`config.mk`:
```
export PLATFORM = sky130hd
export DESIGN_NAME = fixed_point_sine_cosine_top
export DESIGN_NICKNAME = d
export VERILOG_FILES = /design/src/rtl/core/fpsc_pkg.sv /design/src/rtl/core/fpsc_reduce.sv /design/src/rtl/core/fpsc_interp.sv /design/src/rtl/core/fixed_point_sine_cosine_top.sv
export SDC_FILE = /design/constraint.sdc
export NUM_CORES = 1
export LEC_CHECK = 0
export BUFFER_PORTS_ARGS = -buffer_cell sky130_fd_sc_hd__buf_2
export CELL_PAD_IN_SITES_DETAIL_PLACEMENT = 0
export CELL_PAD_IN_SITES_GLOBAL_PLACEMENT = 2
export CORE_ASPECT_RATIO = 1.2
export CORE_UTILIZATION = 41
export CTS_CLUSTER_SIZE = 28
export DETAILED_ROUTE_END_ITERATION = 6
export GPL_TIMING_DRIVEN = 0
export MAX_ROUTING_LAYER = met4
export PLACE_DENSITY = 0.83
export SYNTH_ARGS = -nofsm -noshare
export SYNTH_HDL_FRONTEND = slang
export SYNTH_HIERARCHICAL = 1
export SYNTH_SLANG_ARGS = --single-unit
export TNS_END_PERCENT = 100
```
`constraint.sdc`:
```
create_clock -name clk -period 6.1 [get_ports clk]
set_input_delay 0.915 -clock clk [delete_from_list [all_inputs] [get_ports clk]]
set_output_delay 0.915 -clock clk [all_outputs]
set_load 0.03 [all_outputs]
```
`src/rtl/core/fpsc_pkg.sv`:
```
// Package for the table-interpolated sine/cosine pipeline.
// Holds mode codes, angle constants, the sine table and the stage structs.
// No dependencies.
package fpsc_pkg;

  typedef enum logic [2:0] {
    MODE_SIN_FP6 = 3'd0,
    MODE_COS_FP6 = 3'd1,
    MODE_SIN_FP8 = 3'd2,
    MODE_COS_FP8 = 3'd3,
    MODE_SIN_FP9 = 3'd4
  } mode_t;

  // Fraction format of the folded angle; FMT_NONE marks an unused mode.
  typedef enum logic [1:0] {
    FMT_FP6  = 2'd0,
    FMT_FP8  = 2'd1,
    FMT_FP9  = 2'd2,
    FMT_NONE = 2'd3
  } frac_fmt_t;

  localparam int AW = 18;  // working width of angle arithmetic

  localparam logic signed [AW-1:0] DEG720_FP6 = 18'sd46080;
  localparam logic signed [AW-1:0] DEG360_FP6 = 18'sd23040;
  localparam logic signed [AW-1:0] DEG270_FP6 = 18'sd17280;
  localparam logic signed [AW-1:0] DEG180_FP6 = 18'sd11520;
  localparam logic signed [AW-1:0] DEG90_FP6  = 18'sd5760;
  localparam logic signed [AW-1:0] DEG180_FP8 = 18'sd46080;
  localparam logic signed [AW-1:0] DEG90_FP8  = 18'sd23040;
  localparam logic signed [AW-1:0] DEG120_FP8 = 18'sd30720;
  localparam logic signed [AW-1:0] DEG30_FP9  = 18'sd15360;

  localparam logic [7:0] LAST_INDEX = 8'd22;

  // Folded first-quadrant angle, between reduce and interp.
  typedef struct packed {
    logic      vld;
    logic [15:0] qa;
    frac_fmt_t fmt;
    logic      neg;
    logic      oor;
  } quad_t;

  // Final result at the output register.
  typedef struct packed {
    logic        vld;
    logic [15:0] value;
    logic        oor;
  } res_t;

  // Q14 sine at 4 degree steps; last entry raised so 90 degrees hits 1.0.
  function automatic logic [14:0] sine_entry(input logic [4:0] idx);
    logic [14:0] v;
    case (idx)
      5'd0:  v = 15'd0;
      5'd1:  v = 15'd1143;
      5'd2:  v = 15'd2280;
      5'd3:  v = 15'd3406;
      5'd4:  v = 15'd4516;
      5'd5:  v = 15'd5604;
      5'd6:  v = 15'd6664;
      5'd7:  v = 15'd7692;
      5'd8:  v = 15'd8682;
      5'd9:  v = 15'd9630;
      5'd10: v = 15'd10531;
      5'd11: v = 15'd11381;
      5'd12: v = 15'd12176;
      5'd13: v = 15'd12911;
      5'd14: v = 15'd13583;
      5'd15: v = 15'd14189;
      5'd16: v = 15'd14726;
      5'd17: v = 15'd15191;
      5'd18: v = 15'd15582;
      5'd19: v = 15'd15897;
      5'd20: v = 15'd16135;
      5'd21: v = 15'd16294;
      5'd22: v = 15'd16374;
      5'd23: v = 15'd16394;
      default: v = 15'd0;
    endcase
    return v;
  endfunction

endpackage

```
`src/rtl/core/fpsc_reduce.sv`:
```
// Angle reduction: modulo 360 for fp6, range flag, fold into first quadrant.
// Two register stages. Depends on fpsc_pkg.
module fpsc_reduce (
  input  logic               clk,
  input  logic               rst,
  input  logic               en,
  input  logic               in_vld,
  input  logic [2:0]         mode,
  input  logic signed [15:0] angle,
  output fpsc_pkg::quad_t    quad
);
  import fpsc_pkg::*;

  // Stage 1 registers
  logic                 s1_vld;
  mode_t                s1_mode;
  logic signed [AW-1:0] s1_a;
  logic                 s1_oor;

  logic signed [AW-1:0] a_ext;
  logic signed [AW-1:0] a_sh;
  logic signed [AW-1:0] s1_a_next;
  logic                 s1_oor_next;
  mode_t                mode_in;

  assign mode_in = mode_t'(mode);
  assign a_ext   = {{(AW-16){angle[15]}}, angle};

  always_comb begin
    a_sh        = (mode_in == MODE_COS_FP6) ? a_ext + DEG90_FP6 : a_ext;
    s1_a_next   = a_ext;
    s1_oor_next = 1'b0;
    if (mode_in inside {MODE_SIN_FP6, MODE_COS_FP6}) begin
      if (a_sh < -DEG360_FP6)      s1_a_next = a_sh + DEG720_FP6;
      else if (a_sh < 0)           s1_a_next = a_sh + DEG360_FP6;
      else if (a_sh >= DEG360_FP6) s1_a_next = a_sh - DEG360_FP6;
      else                         s1_a_next = a_sh;
    end
    case (mode_in)
      MODE_SIN_FP6, MODE_COS_FP6: s1_oor_next = 1'b0;
      MODE_SIN_FP8, MODE_COS_FP8:
        s1_oor_next = (a_ext > DEG120_FP8) || (a_ext < -DEG120_FP8);
      MODE_SIN_FP9:
        s1_oor_next = (a_ext > DEG30_FP9) || (a_ext < -DEG30_FP9);
      default: s1_oor_next = 1'b1;
    endcase
  end

  always_ff @(posedge clk) begin
    if (rst) begin
      s1_vld <= 1'b0;
    end else if (en) begin
      s1_vld <= in_vld;
    end
  end

  always_ff @(posedge clk) begin
    if (en) begin
      s1_mode <= mode_in;
      s1_a    <= s1_a_next;
      s1_oor  <= s1_oor_next;
    end
  end

  // Stage 2: fold to a non-negative first-quadrant angle
  quad_t                quad_next;
  logic signed [AW-1:0] q;
  logic                 neg;
  frac_fmt_t            fmt;

  always_comb begin
    q   = s1_a;
    neg = 1'b0;
    fmt = FMT_NONE;
    case (s1_mode)
      MODE_SIN_FP6, MODE_COS_FP6: begin
        fmt = FMT_FP6;
        if (s1_a > DEG270_FP6) begin
          q = DEG360_FP6 - s1_a; neg = 1'b1;
        end else if (s1_a > DEG180_FP6) begin
          q = s1_a - DEG180_FP6; neg = 1'b1;
        end else if (s1_a > DEG90_FP6) begin
          q = DEG180_FP6 - s1_a;
        end else begin
          q = s1_a;
        end
      end
      MODE_SIN_FP8: begin
        fmt = FMT_FP8;
        if (s1_a >= DEG90_FP8) begin
          q = DEG180_FP8 - s1_a;
        end else if (s1_a >= 0) begin
          q = s1_a;
        end else if (s1_a >= -DEG90_FP8) begin
          q = -s1_a; neg = 1'b1;
        end else begin
          q = DEG180_FP8 + s1_a; neg = 1'b1;
        end
      end
      MODE_COS_FP8: begin
        fmt = FMT_FP8;
        if (s1_a >= DEG90_FP8) begin
          q = s1_a - DEG90_FP8; neg = 1'b1;
        end else if (s1_a >= 0) begin
          q = DEG90_FP8 - s1_a;
        end else if (s1_a >= -DEG90_FP8) begin
          q = s1_a + DEG90_FP8;
        end else begin
          q = -s1_a - DEG90_FP8; neg = 1'b1;
        end
      end
      MODE_SIN_FP9: begin
        fmt = FMT_FP9;
        if (s1_a >= 0) begin
          q = s1_a;
        end else begin
          q = -s1_a; neg = 1'b1;
        end
      end
      default: begin
        q   = '0;
        fmt = FMT_NONE;
      end
    endcase
    quad_next.vld = s1_vld;
    quad_next.qa  = q[15:0];
    quad_next.fmt = fmt;
    quad_next.neg = neg;
    quad_next.oor = s1_oor;
  end

  always_ff @(posedge clk) begin
    if (rst) begin
      quad.vld <= 1'b0;
    end else if (en) begin
      quad <= quad_next;
    end
  end

endmodule

```
`src/rtl/core/fpsc_interp.sv`:
```
// Table lookup and linear interpolation: lookup, multiply, sum and sign.
// Three register stages, the last is the output register. Depends on fpsc_pkg.
module fpsc_interp (
  input  logic            clk,
  input  logic            rst,
  input  logic            en,
  input  fpsc_pkg::quad_t quad,
  output fpsc_pkg::res_t  res
);
  import fpsc_pkg::*;

  // Stage 3: index, fraction, table entries
  logic        s3_vld;
  logic [14:0] s3_lo;
  logic [10:0] s3_diff;
  logic [10:0] s3_frac;
  logic        s3_neg;
  logic        s3_zero;
  logic        s3_oor;

  logic [7:0]  idx_raw;
  logic [4:0]  idx;
  logic [10:0] frac_next;
  logic [14:0] lo_next;
  logic [14:0] hi_next;

  // Fraction is scaled up to 11 bits so one shift of 11 serves all formats.
  always_comb begin
    case (quad.fmt)
      FMT_FP6: begin
        idx_raw   = quad.qa[15:8];
        frac_next = {quad.qa[7:0], 3'b000};
      end
      FMT_FP8: begin
        idx_raw   = {2'b00, quad.qa[15:10]};
        frac_next = {quad.qa[9:0], 1'b0};
      end
      FMT_FP9: begin
        idx_raw   = {3'b000, quad.qa[15:11]};
        frac_next = quad.qa[10:0];
      end
      default: begin
        idx_raw   = '0;
        frac_next = '0;
      end
    endcase
    idx     = (idx_raw > LAST_INDEX) ? LAST_INDEX[4:0] : idx_raw[4:0];
    lo_next = sine_entry(idx);
    hi_next = sine_entry(idx + 5'd1);
  end

  always_ff @(posedge clk) begin
    if (rst) begin
      s3_vld <= 1'b0;
    end else if (en) begin
      s3_vld <= quad.vld;
    end
  end

  always_ff @(posedge clk) begin
    if (en) begin
      s3_lo   <= lo_next;
      s3_diff <= 11'(hi_next - lo_next);
      s3_frac <= frac_next;
      s3_neg  <= quad.neg;
      s3_zero <= (quad.fmt == FMT_NONE);
      s3_oor  <= quad.oor;
    end
  end

  // Stage 4: product of fraction and entry difference
  logic        s4_vld;
  logic [21:0] s4_prod;
  logic [14:0] s4_lo;
  logic        s4_neg;
  logic        s4_zero;
  logic        s4_oor;

  always_ff @(posedge clk) begin
    if (rst) begin
      s4_vld <= 1'b0;
    end else if (en) begin
      s4_vld <= s3_vld;
    end
  end

  always_ff @(posedge clk) begin
    if (en) begin
      s4_prod <= 22'(s3_frac) * 22'(s3_diff);
      s4_lo   <= s3_lo;
      s4_neg  <= s3_neg;
      s4_zero <= s3_zero;
      s4_oor  <= s3_oor;
    end
  end

  // Stage 5: add, apply sign, hold in the output register
  logic [15:0] mag;
  logic [15:0] value_next;

  always_comb begin
    mag = 16'(s4_lo) + 16'(s4_prod[21:11]);
    if (s4_zero)     value_next = '0;
    else if (s4_neg) value_next = 16'(-mag);
    else             value_next = mag;
  end

  always_ff @(posedge clk) begin
    if (rst) begin
      res.vld <= 1'b0;
    end else if (en) begin
      res.vld   <= s4_vld;
      res.value <= value_next;
      res.oor   <= s4_oor;
    end
  end

endmodule

```
`src/rtl/core/fixed_point_sine_cosine_top.sv`:
```
// Fixed-point sine/cosine: five-stage pipeline, table lookup with interpolation.
// Throughput: one transfer per cycle; the whole pipeline holds while out_stall
// blocks a waiting result, which is the only source of backpressure.
// Reset (rst, synchronous, active high) clears every stage valid bit.
// Depends on fpsc_pkg, fpsc_reduce and fpsc_interp.
module fixed_point_sine_cosine_top (
  input  logic               clk,
  input  logic               rst,
  input  logic               in_valid,
  output logic               in_stall,
  input  logic [2:0]         mode,
  input  logic signed [15:0] angle,
  output logic               out_valid,
  input  logic               out_stall,
  output logic signed [15:0] value,
  output logic               out_of_range
);
  import fpsc_pkg::*;

  logic  adv;
  quad_t quad;
  res_t  res;

  // Advance all stages together unless the output register holds a result
  // that the downstream side is not taking. Bubbles move on with the data.
  assign adv      = !res.vld || !out_stall;
  assign in_stall = !adv;

  // Stages 1-2: reduce modulo 360 (fp6), flag range, fold to first quadrant.
  fpsc_reduce u_reduce (
    .clk    (clk),
    .rst    (rst),
    .en     (adv),
    .in_vld (in_valid),
    .mode   (mode),
    .angle  (angle),
    .quad   (quad)
  );

  // Stages 3-5: table read, multiply by fraction, add and apply sign.
  fpsc_interp u_interp (
    .clk  (clk),
    .rst  (rst),
    .en   (adv),
    .quad (quad),
    .res  (res)
  );

  // Drive ports straight from the output register.
  assign out_valid    = res.vld;
  assign value        = res.value;
  assign out_of_range = res.oor;

endmodule

```
==> flow_metrics.py, run 1 <==
metrics = {
    "routing": {
        "wl_per_cell_um": 19.68,
        "drtIter0Drc": 1006,
        "routed_via_density": 5.784,
        "totalWireLength_um": 42280,
        "drc": 2,
        "antenna_left": 0,
        "vias": 12420,
        "firstDrtPassIters": 7,
    },
    "logic_synthesis": {
        "synthMuxAreaShare": 0.02267,
        "yosysWarningCount": 6,
        "ys_seq_area_frac": 0.2748,
        "yosysMostFrequentCell": "nand2_1",
        "synthXorXnorAreaFrac": 0.04699,
        "synth_nets": 1837,
        "syn_inst": 1619,
        "ys_seq_elements": 133,
        "synth_area_um2": 14350,
        "synth_edf_count": 128,
        "synth_simple_gate_area_share": 0.1754,
        "yosysTopAreaCellShare": 0.2678,
        "synth.distinct_cells": 100,
        "synth_compound_area_frac": 0.2034,
        "synthAdderAreaFrac": 0.2124,
        "synth_ff_type": "edfxtp_1",
        "avgSynthCellArea_um2": 8.865,
        "netlist_top_cells_area": "edfxtp_1, fa_1, ha_1, nand2_1, inv_1",
        "synth_top_area_cell": "edfxtp_1",
        "ys_top_cells_by_count": "nand2_1, inv_1, edfxtp_1, nor2_1, ha_1",
        "synthArstFlopShare": 0,
        "synth_top_family_by_area": "adder cells",
    },
    "die": {
        "start_util": 0.4190,
        "fp.dieW_um": 172.8,
        "core-area_um2": 34260,
        "die_area_um2": 35760,
        "io_pins": 42,
        "die_height_um": 207.0,
        "std_cell_rows": 74,
    },
    "power_and_ir_drop": {
        "leakagePower_nw": 6.674,
        "p_per_area_nw_per_um2": 475.8,
        "peakVddDrop_uv": 283.4,
        "power_mw": 7.548,
    },
    "sta": {
        "fmax_ghz": 0.1729,
        "whs_ps": 407.6,
        "setup_viol": 0,
        "hold_viol": 0,
        "finClkSkew_ps": 14.01,
        "slew_viol_final": 0,
        "post-route-min-period_ps": 5785,
        "finalCritPeriodShare": 0.9484,
        "setup_tns_ps": 0,
        "worst_pin_slew_ps": 1223,
        "relSlewSlack": 0.1730,
    },
    "setup_path": {
        "worstPathBufferInverterCount": 4,
        "worstSetupPathType": "reg2reg",
        "critical_path_required_ps": 6270,
        "cp_top_family": "adder cells",
        "path_max_fanout": 7,
        "crit_arrival_ps": 5950,
        "crit_path_start_kind": "register",
        "slowest_delay_ps": 550,
        "crit_path_frequent_cell": "fa_1",
        "cp_cell_sequence": "buf_4 > nand2_1 > fa_1 > fa_1 > fa_1 > inv_1 > fa_1 > inv_1 > fa_1 > inv_1 > ha_1 > o2111ai_1 > o21ai_1 > o22ai_2 > o221ai_1 > a41oi_2 > a21boi_0 > xor2_1",
        "worst_path_max_delay_cell": "fa_1",
        "crit_path_end_kind": "register",
    },
    "clock_network": {
        "cts_root_buf": "clkbuf_16",
        "cts_tree": "built",
        "clk_latency_ps": 430,
        "h-tree-depth": 4,
        "cts_buffer_depth": 2,
        "numCtsBuffers": 17,
        "clk_pin_slew_ps": 70,
        "clkSinkCount": 133,
    },
    "worst_hold_path": {
        "hold_class": "reg2reg",
    },
    "place": {
        "place_area_um2": 15180,
        "dp_hpwl_um": 32990,
        "gp_congestion": 0.9558,
        "io_buffer_count": 37,
    },
    "grt": {
        "grt_pass1_vias": 12320,
        "grt_pass1_wl_um": 67120,
        "grt_max_degree": 64,
        "grt-ovfl-total": 0,
        "antenna_found_initial": 0,
        "grtUsageTotal": 0.2480,
    },
    "cells_and_area": {
        "antenna_cells": 0,
        "fillers": 3384,
        "area_growth_pct": 10.54,
        "drive_gt1_frac": 0.09515,
        "fin_area_um2": 15870,
        "nets": 1897,
    },
    "outcome": {
        "status": "complete, but fails checks",
        "violations": "design-rule violations",
    },
    "flow_run": {
        "max_cap_viol_count": 0,
    },
}
worst register-to-register path: stages, from the launching register on:
cell	delay, ps
edfxtp_1	510
buf_4	200
nand2_1	80
fa_1	510
fa_1	450
fa_1	550
inv_1	50
fa_1	470
inv_1	60
fa_1	540
inv_1	50
ha_1	280
o2111ai_1	110
o21ai_1	440
o22ai_2	230
o221ai_1	470
a41oi_2	220
a21boi_0	240
xor2_1	100
cells in the final DEF, fill, tap and decap left out, drive strengths merged, types with 12 or more instances in the layout:
cell type | Yosys | final
o22ai | 15 | 15
nor4 | 12 | 12
and2 | 63 | 63
nor2 | 125 | 125
nor3 | 30 | 30
edfxtp | 128 | 128
a21oi | 103 | 103
nor2b | 18 | 18
xor2 | 26 | 26
o21ai | 104 | 104
a31oi | 17 | 17
ha | 114 | 114
buf | 16 | 70
nand3 | 31 | 31
a211oi | 15 | 15
xnor2 | 51 | 51
nand2 | 152 | 152
or3 | 13 | 13
o211ai | 15 | 15
inv | 149 | 155
mux2i | 28 | 28
fa | 81 | 81
clkbuf | 71 | 75
a21o | 20 | 20
o21a | 19 | 19
o2111ai | 14 | 14
worst paths after layout:
path | slack, ps | endpoint | depth (start not counted) | start
max | 310 | u_interp/s4_prod[20]$_DFFE_PP_ | 18 | u_interp/s3_diff[4]$_DFFE_PP_
min | 410 | u_interp/s4_lo[8]$_DFFE_PP_ | 0 | u_interp/s3_lo[8]$_DFFE_PP_
max reg2reg | 310 | u_interp/s4_prod[20]$_DFFE_PP_ | 18 | u_interp/s3_diff[4]$_DFFE_PP_
min reg2reg | 410 | u_interp/s4_lo[8]$_DFFE_PP_ | 0 | u_interp/s3_lo[8]$_DFFE_PP_
through the flow:
stage / setup WS (ps) / cells / util
after floorplan: 671.8 / 1619 / -
after global placement: -548.3 / 2112 / 0.4410
after detailed placement: -484.5 / 2115 / 0.4430
after CTS: 14.38 / 2136 / 0.4595
after global routing: -46.48 / 2148 / 0.4631
final: 314.9 / 2148 / 0.4631
power breakdown:
| part | total, mW | internal [mW] | switching, mW | leakage, nW |
|---|---|---|---|---|
| sequential | 1.59 | 1.42 | 0.176 | 1.40 |
| combinational | 4.91 | 1.97 | 2.94 | 4.99 |
| clock | 1.04 | 0.612 | 0.427 | 0.288 |
layout make-up:
class,count,area (um^2),share of cell area
Inverter,154,578.1,0.03644
Sequential cell,133,3944,0.2486
Multi-Input combinational cell,1245,9530,0.6007
Timing Repair Buffer,54,340.3,0.02145
Tap cell,456,570.5,0.03596
Clock buffer,17,425.4,0.02681
Clock inverter,15,168.9,0.01065
Buffer,74,307.8,0.01940
per-layer routing:
metal	routed length, um	track usage	vias to the layer above	part of all wire
li1	-	-	5892	-
met1	17330	0.2769	6021	0.41
met2	21180	0.4447	388	0.50
met3	1792	0.02912	123	0.042
met4	1979	0.1157	0	0.047
met5	0	-	-	0
logic make-up (layout without fill, tap and decap cells):
kind of cell | count (synthesis) | in the layout
multiplexers | 32 | 32
AO/OA/AOI/OAI | 432 | 432
adder cells (fa/ha/maj) | 195 | 195
AND/OR/NAND/NOR | 509 | 509
XOR/XNOR | 77 | 77
buffers and inverters | 241 | 314
flip-flops | 133 | 133
registers in the layout (all words and copies together) (netlist names), 3 cells and up:
name	flops
u_interp/s3_lo	15
u_interp/s3_diff	11
u_reduce/s1_a	18
u_interp/s3_frac	11
u_reduce/s1_mode	3
u_reduce/quad	21
u_interp/res	18
u_interp/s4_lo	15
u_interp/s4_prod	11
timing repair:
action / CTS / global route
cloned: 0 / 0
resized for setup: 7 / 8
endpoints found under the setup margin: 8 / 9
buffers inserted: 0 / 14
hold buffers: 0 / 0
(Power assumes the default switching activity.)
==> run 2, diff against run 1 <==
--- a/config.mk
+++ b/config.mk
@@ -5,13 +5,13 @@
 export SDC_FILE = /design/constraint.sdc
 export NUM_CORES = 1
 export LEC_CHECK = 0
-export BUFFER_PORTS_ARGS = -buffer_cell sky130_fd_sc_hd__buf_2
 export CELL_PAD_IN_SITES_DETAIL_PLACEMENT = 0
 export CELL_PAD_IN_SITES_GLOBAL_PLACEMENT = 2
 export CORE_ASPECT_RATIO = 1.2
-export CORE_UTILIZATION = 41
+export CORE_UTILIZATION = 42
 export CTS_CLUSTER_SIZE = 28
 export DETAILED_ROUTE_END_ITERATION = 6
+export DONT_BUFFER_PORTS = 1
 export GPL_TIMING_DRIVEN = 0
 export MAX_ROUTING_LAYER = met4
 export PLACE_DENSITY = 0.83
==> flow_metrics.py, run 2 (synthesis gave the netlist of run 1 again) <==
metrics = {
    "outcome": {
        "status": "complete, no violations",
    },
    "clock_network": {
        "h-tree-depth": 4,
        "cts_root_buf": "clkbuf_16",
        "clk_pin_slew_ps": 70,
        "ctsHoldBuffers": 0,
        "cts_buffer_depth": 2,
        "clkSinkCount": 133,
        "clk_latency_ps": 430,
        "cts_tree": "built",
        "numCtsBuffers": 17,
    },
    "routing": {
        "firstDrtPassIters": 6,
        "vias": 12300,
        "drtIter0Drc": 898,
        "antenna_left": 0,
        "wl_per_cell_um": 20.20,
        "routed_via_density": 5.861,
        "totalWireLength_um": 42380,
        "drc": 0,
    },
    "sta": {
        "worst_pin_slew_ps": 1272,
        "fmax_ghz": 0.1733,
        "setup_viol": 0,
        "hold_viol": 0,
        "rsz0062_at_grt": "false",
        "finalCritPeriodShare": 0.9458,
        "post-route-min-period_ps": 5769,
        "slew_viol_final": 0,
        "relSlewSlack": 0.1399,
        "finClkSkew_ps": 18.66,
    },
    "die": {
        "std_cell_rows": 73,
        "fp.dieW_um": 170.8,
        "core-area_um2": 33430,
        "io_pins": 42,
        "die_height_um": 204.5,
        "start_util": 0.4293,
        "die_area_um2": 34920,
    },
    "flow_run": {
        "max_cap_viol_count": 0,
    },
    "power_and_ir_drop": {
        "power.share.sequential": 0.224,
        "leakagePower_nw": 6.485,
        "clock_power_share": 0.136,
        "combPwrFrac": 0.640,
        "switching_share": 0.4725,
        "p_switching_mw": 3.510,
        "peakVddDrop_uv": 210.6,
        "p_per_area_nw_per_um2": 475.8,
        "p_int_mw": 3.918,
    },
    "place": {
        "placed_cells": 2071,
        "gp_congestion": 0.9564,
        "dp_hpwl_um": 32590,
        "io_buffer_count": 0,
    },
    "cells_and_area": {
        "top_register": "u_reduce/quad",
        "final_cells": 2098,
        "area_growth_pct": 8.770,
        "largest_reg_flops": 21,
        "top_regs": "u_reduce/quad: 21 flops, u_interp/res: 18 flops, u_reduce/s1_a: 18 flops",
        "seq_area_um2": 3944,
        "multiInputGateArea_um2": 9553,
        "final_cell_mix": "nand2_1, inv_1, edfxtp_1, nor2_1, ha_1",
        "nets": 1854,
        "mostFrequentLayoutCell": "nand2_1",
        "fillers": 3331,
        "utilization": 0.4670,
        "drive_gt1_frac": 0.07282,
        "antenna_cells": 0,
    },
    "setup_path": {
        "crit_arrival_ps": 6010,
        "crit_path_start_kind": "register",
        "worst-path-stages": 18,
        "slowest_delay_ps": 550,
        "cp_top_family": "adder cells",
        "path_max_fanout": 10,
        "worstPathBufferInverterCount": 4,
        "critical_path_required_ps": 6340,
        "reg2reg_depth": 18,
        "crit_path_frequent_cell": "fa_1",
        "cp_cell_sequence": "clkbuf_1 > nand2_1 > fa_1 > fa_1 > fa_1 > inv_1 > fa_1 > inv_1 > fa_1 > inv_1 > ha_1 > o2111ai_1 > o21ai_1 > o22ai_2 > o221ai_2 > a41oi_2 > a21boi_0 > xor2_1",
        "worst_path_max_delay_cell": "fa_1",
        "crit_path_end_kind": "register",
        "worstSetupPathType": "reg2reg",
    },
    "worst_hold_path": {
        "whs_path_depth": 0,
        "hold_class": "reg2reg",
    },
    "grt": {
        "grt_pass1_vias": 12460,
        "grt_pass1_wl_um": 67520,
        "grt-ovfl-total": 0,
        "grt_max_degree": 68,
        "antenna_found_initial": 0,
        "grtUsageTotal": 0.2599,
    },
}
==> run 2: changes by cell type in the layout (fill, tap and decap cells not counted), moves of 2 or more <==
cell      change
buf_2        -37
clkinv_2      -2
buf_4        -11
clkbuf_2      +5
==> run 2: area by class of cell <==
type,instances,share of cell area
multi-input cells,1245,0.6119
clock inverters,14,0.009137
inverters,154,0.03703
repair buffers,6,0.004649
well taps,450,0.03607
plain buffers,79,0.02132
clock buffers,17,0.02725
flip-flops and latches,133,0.2526
==> run 2: per-layer routing <==
layer / wire [um] / GRT usage / vias up
li1: - / - / 5806
met1: 17300 / 0.2938 / 5933
met2: 21280 / 0.4545 / 442
met3: 1896 / 0.03014 / 116
met4: 1912 / 0.1242 / 0
met5: 0 / - / -
==> run 2: through the flow <==
stage                     worst slack, ps  hold WS [ps]  power (mW)  TNS [ps]  area, um^2
after CTS                           15.31         420.0       7.489         0       15550
final                               330.6         414.8       7.427         0       15610
after detailed placement           -492.9         404.5       6.392     -1663       14980
after global placement             -552.1         402.2       6.365     -1766       14920
after global routing                25.62         421.3       8.183         0       15610
after floorplan                     671.8         400.3       5.208         0       14350
==> run 2: power by group through the flow <==
stage | Combinational, mW | Clock, mW | Sequential, mW
floorplan | 3.62 | 0 | 1.59
global placement | 4.71 | 0 | 1.65
detailed placement | 4.74 | 0 | 1.65
CTS | 4.78 | 1.04 | 1.67
global route | 5.41 | 1.07 | 1.70
finish | 4.75 | 1.01 | 1.67
==> run 2: timing repair <==
item                       in CTS  in global routing
setup endpoints to repair       8                  7
setup buffers                   0                  4
resized for setup              14                 10
==> run 2: path summary, 6_finish.rpt <==
kind,end,start,slack (ps)
max,u_interp/s4_prod[20]$_DFFE_PP_,u_interp/s3_diff[2]$_DFFE_PP_,330
min reg2reg,u_interp/s3_neg$_DFFE_PP_,u_reduce/quad[1]$_DFFE_PP_,410
max reg2reg,u_interp/s4_prod[20]$_DFFE_PP_,u_interp/s3_diff[2]$_DFFE_PP_,330
min,u_interp/s3_neg$_DFFE_PP_,u_reduce/quad[1]$_DFFE_PP_,410
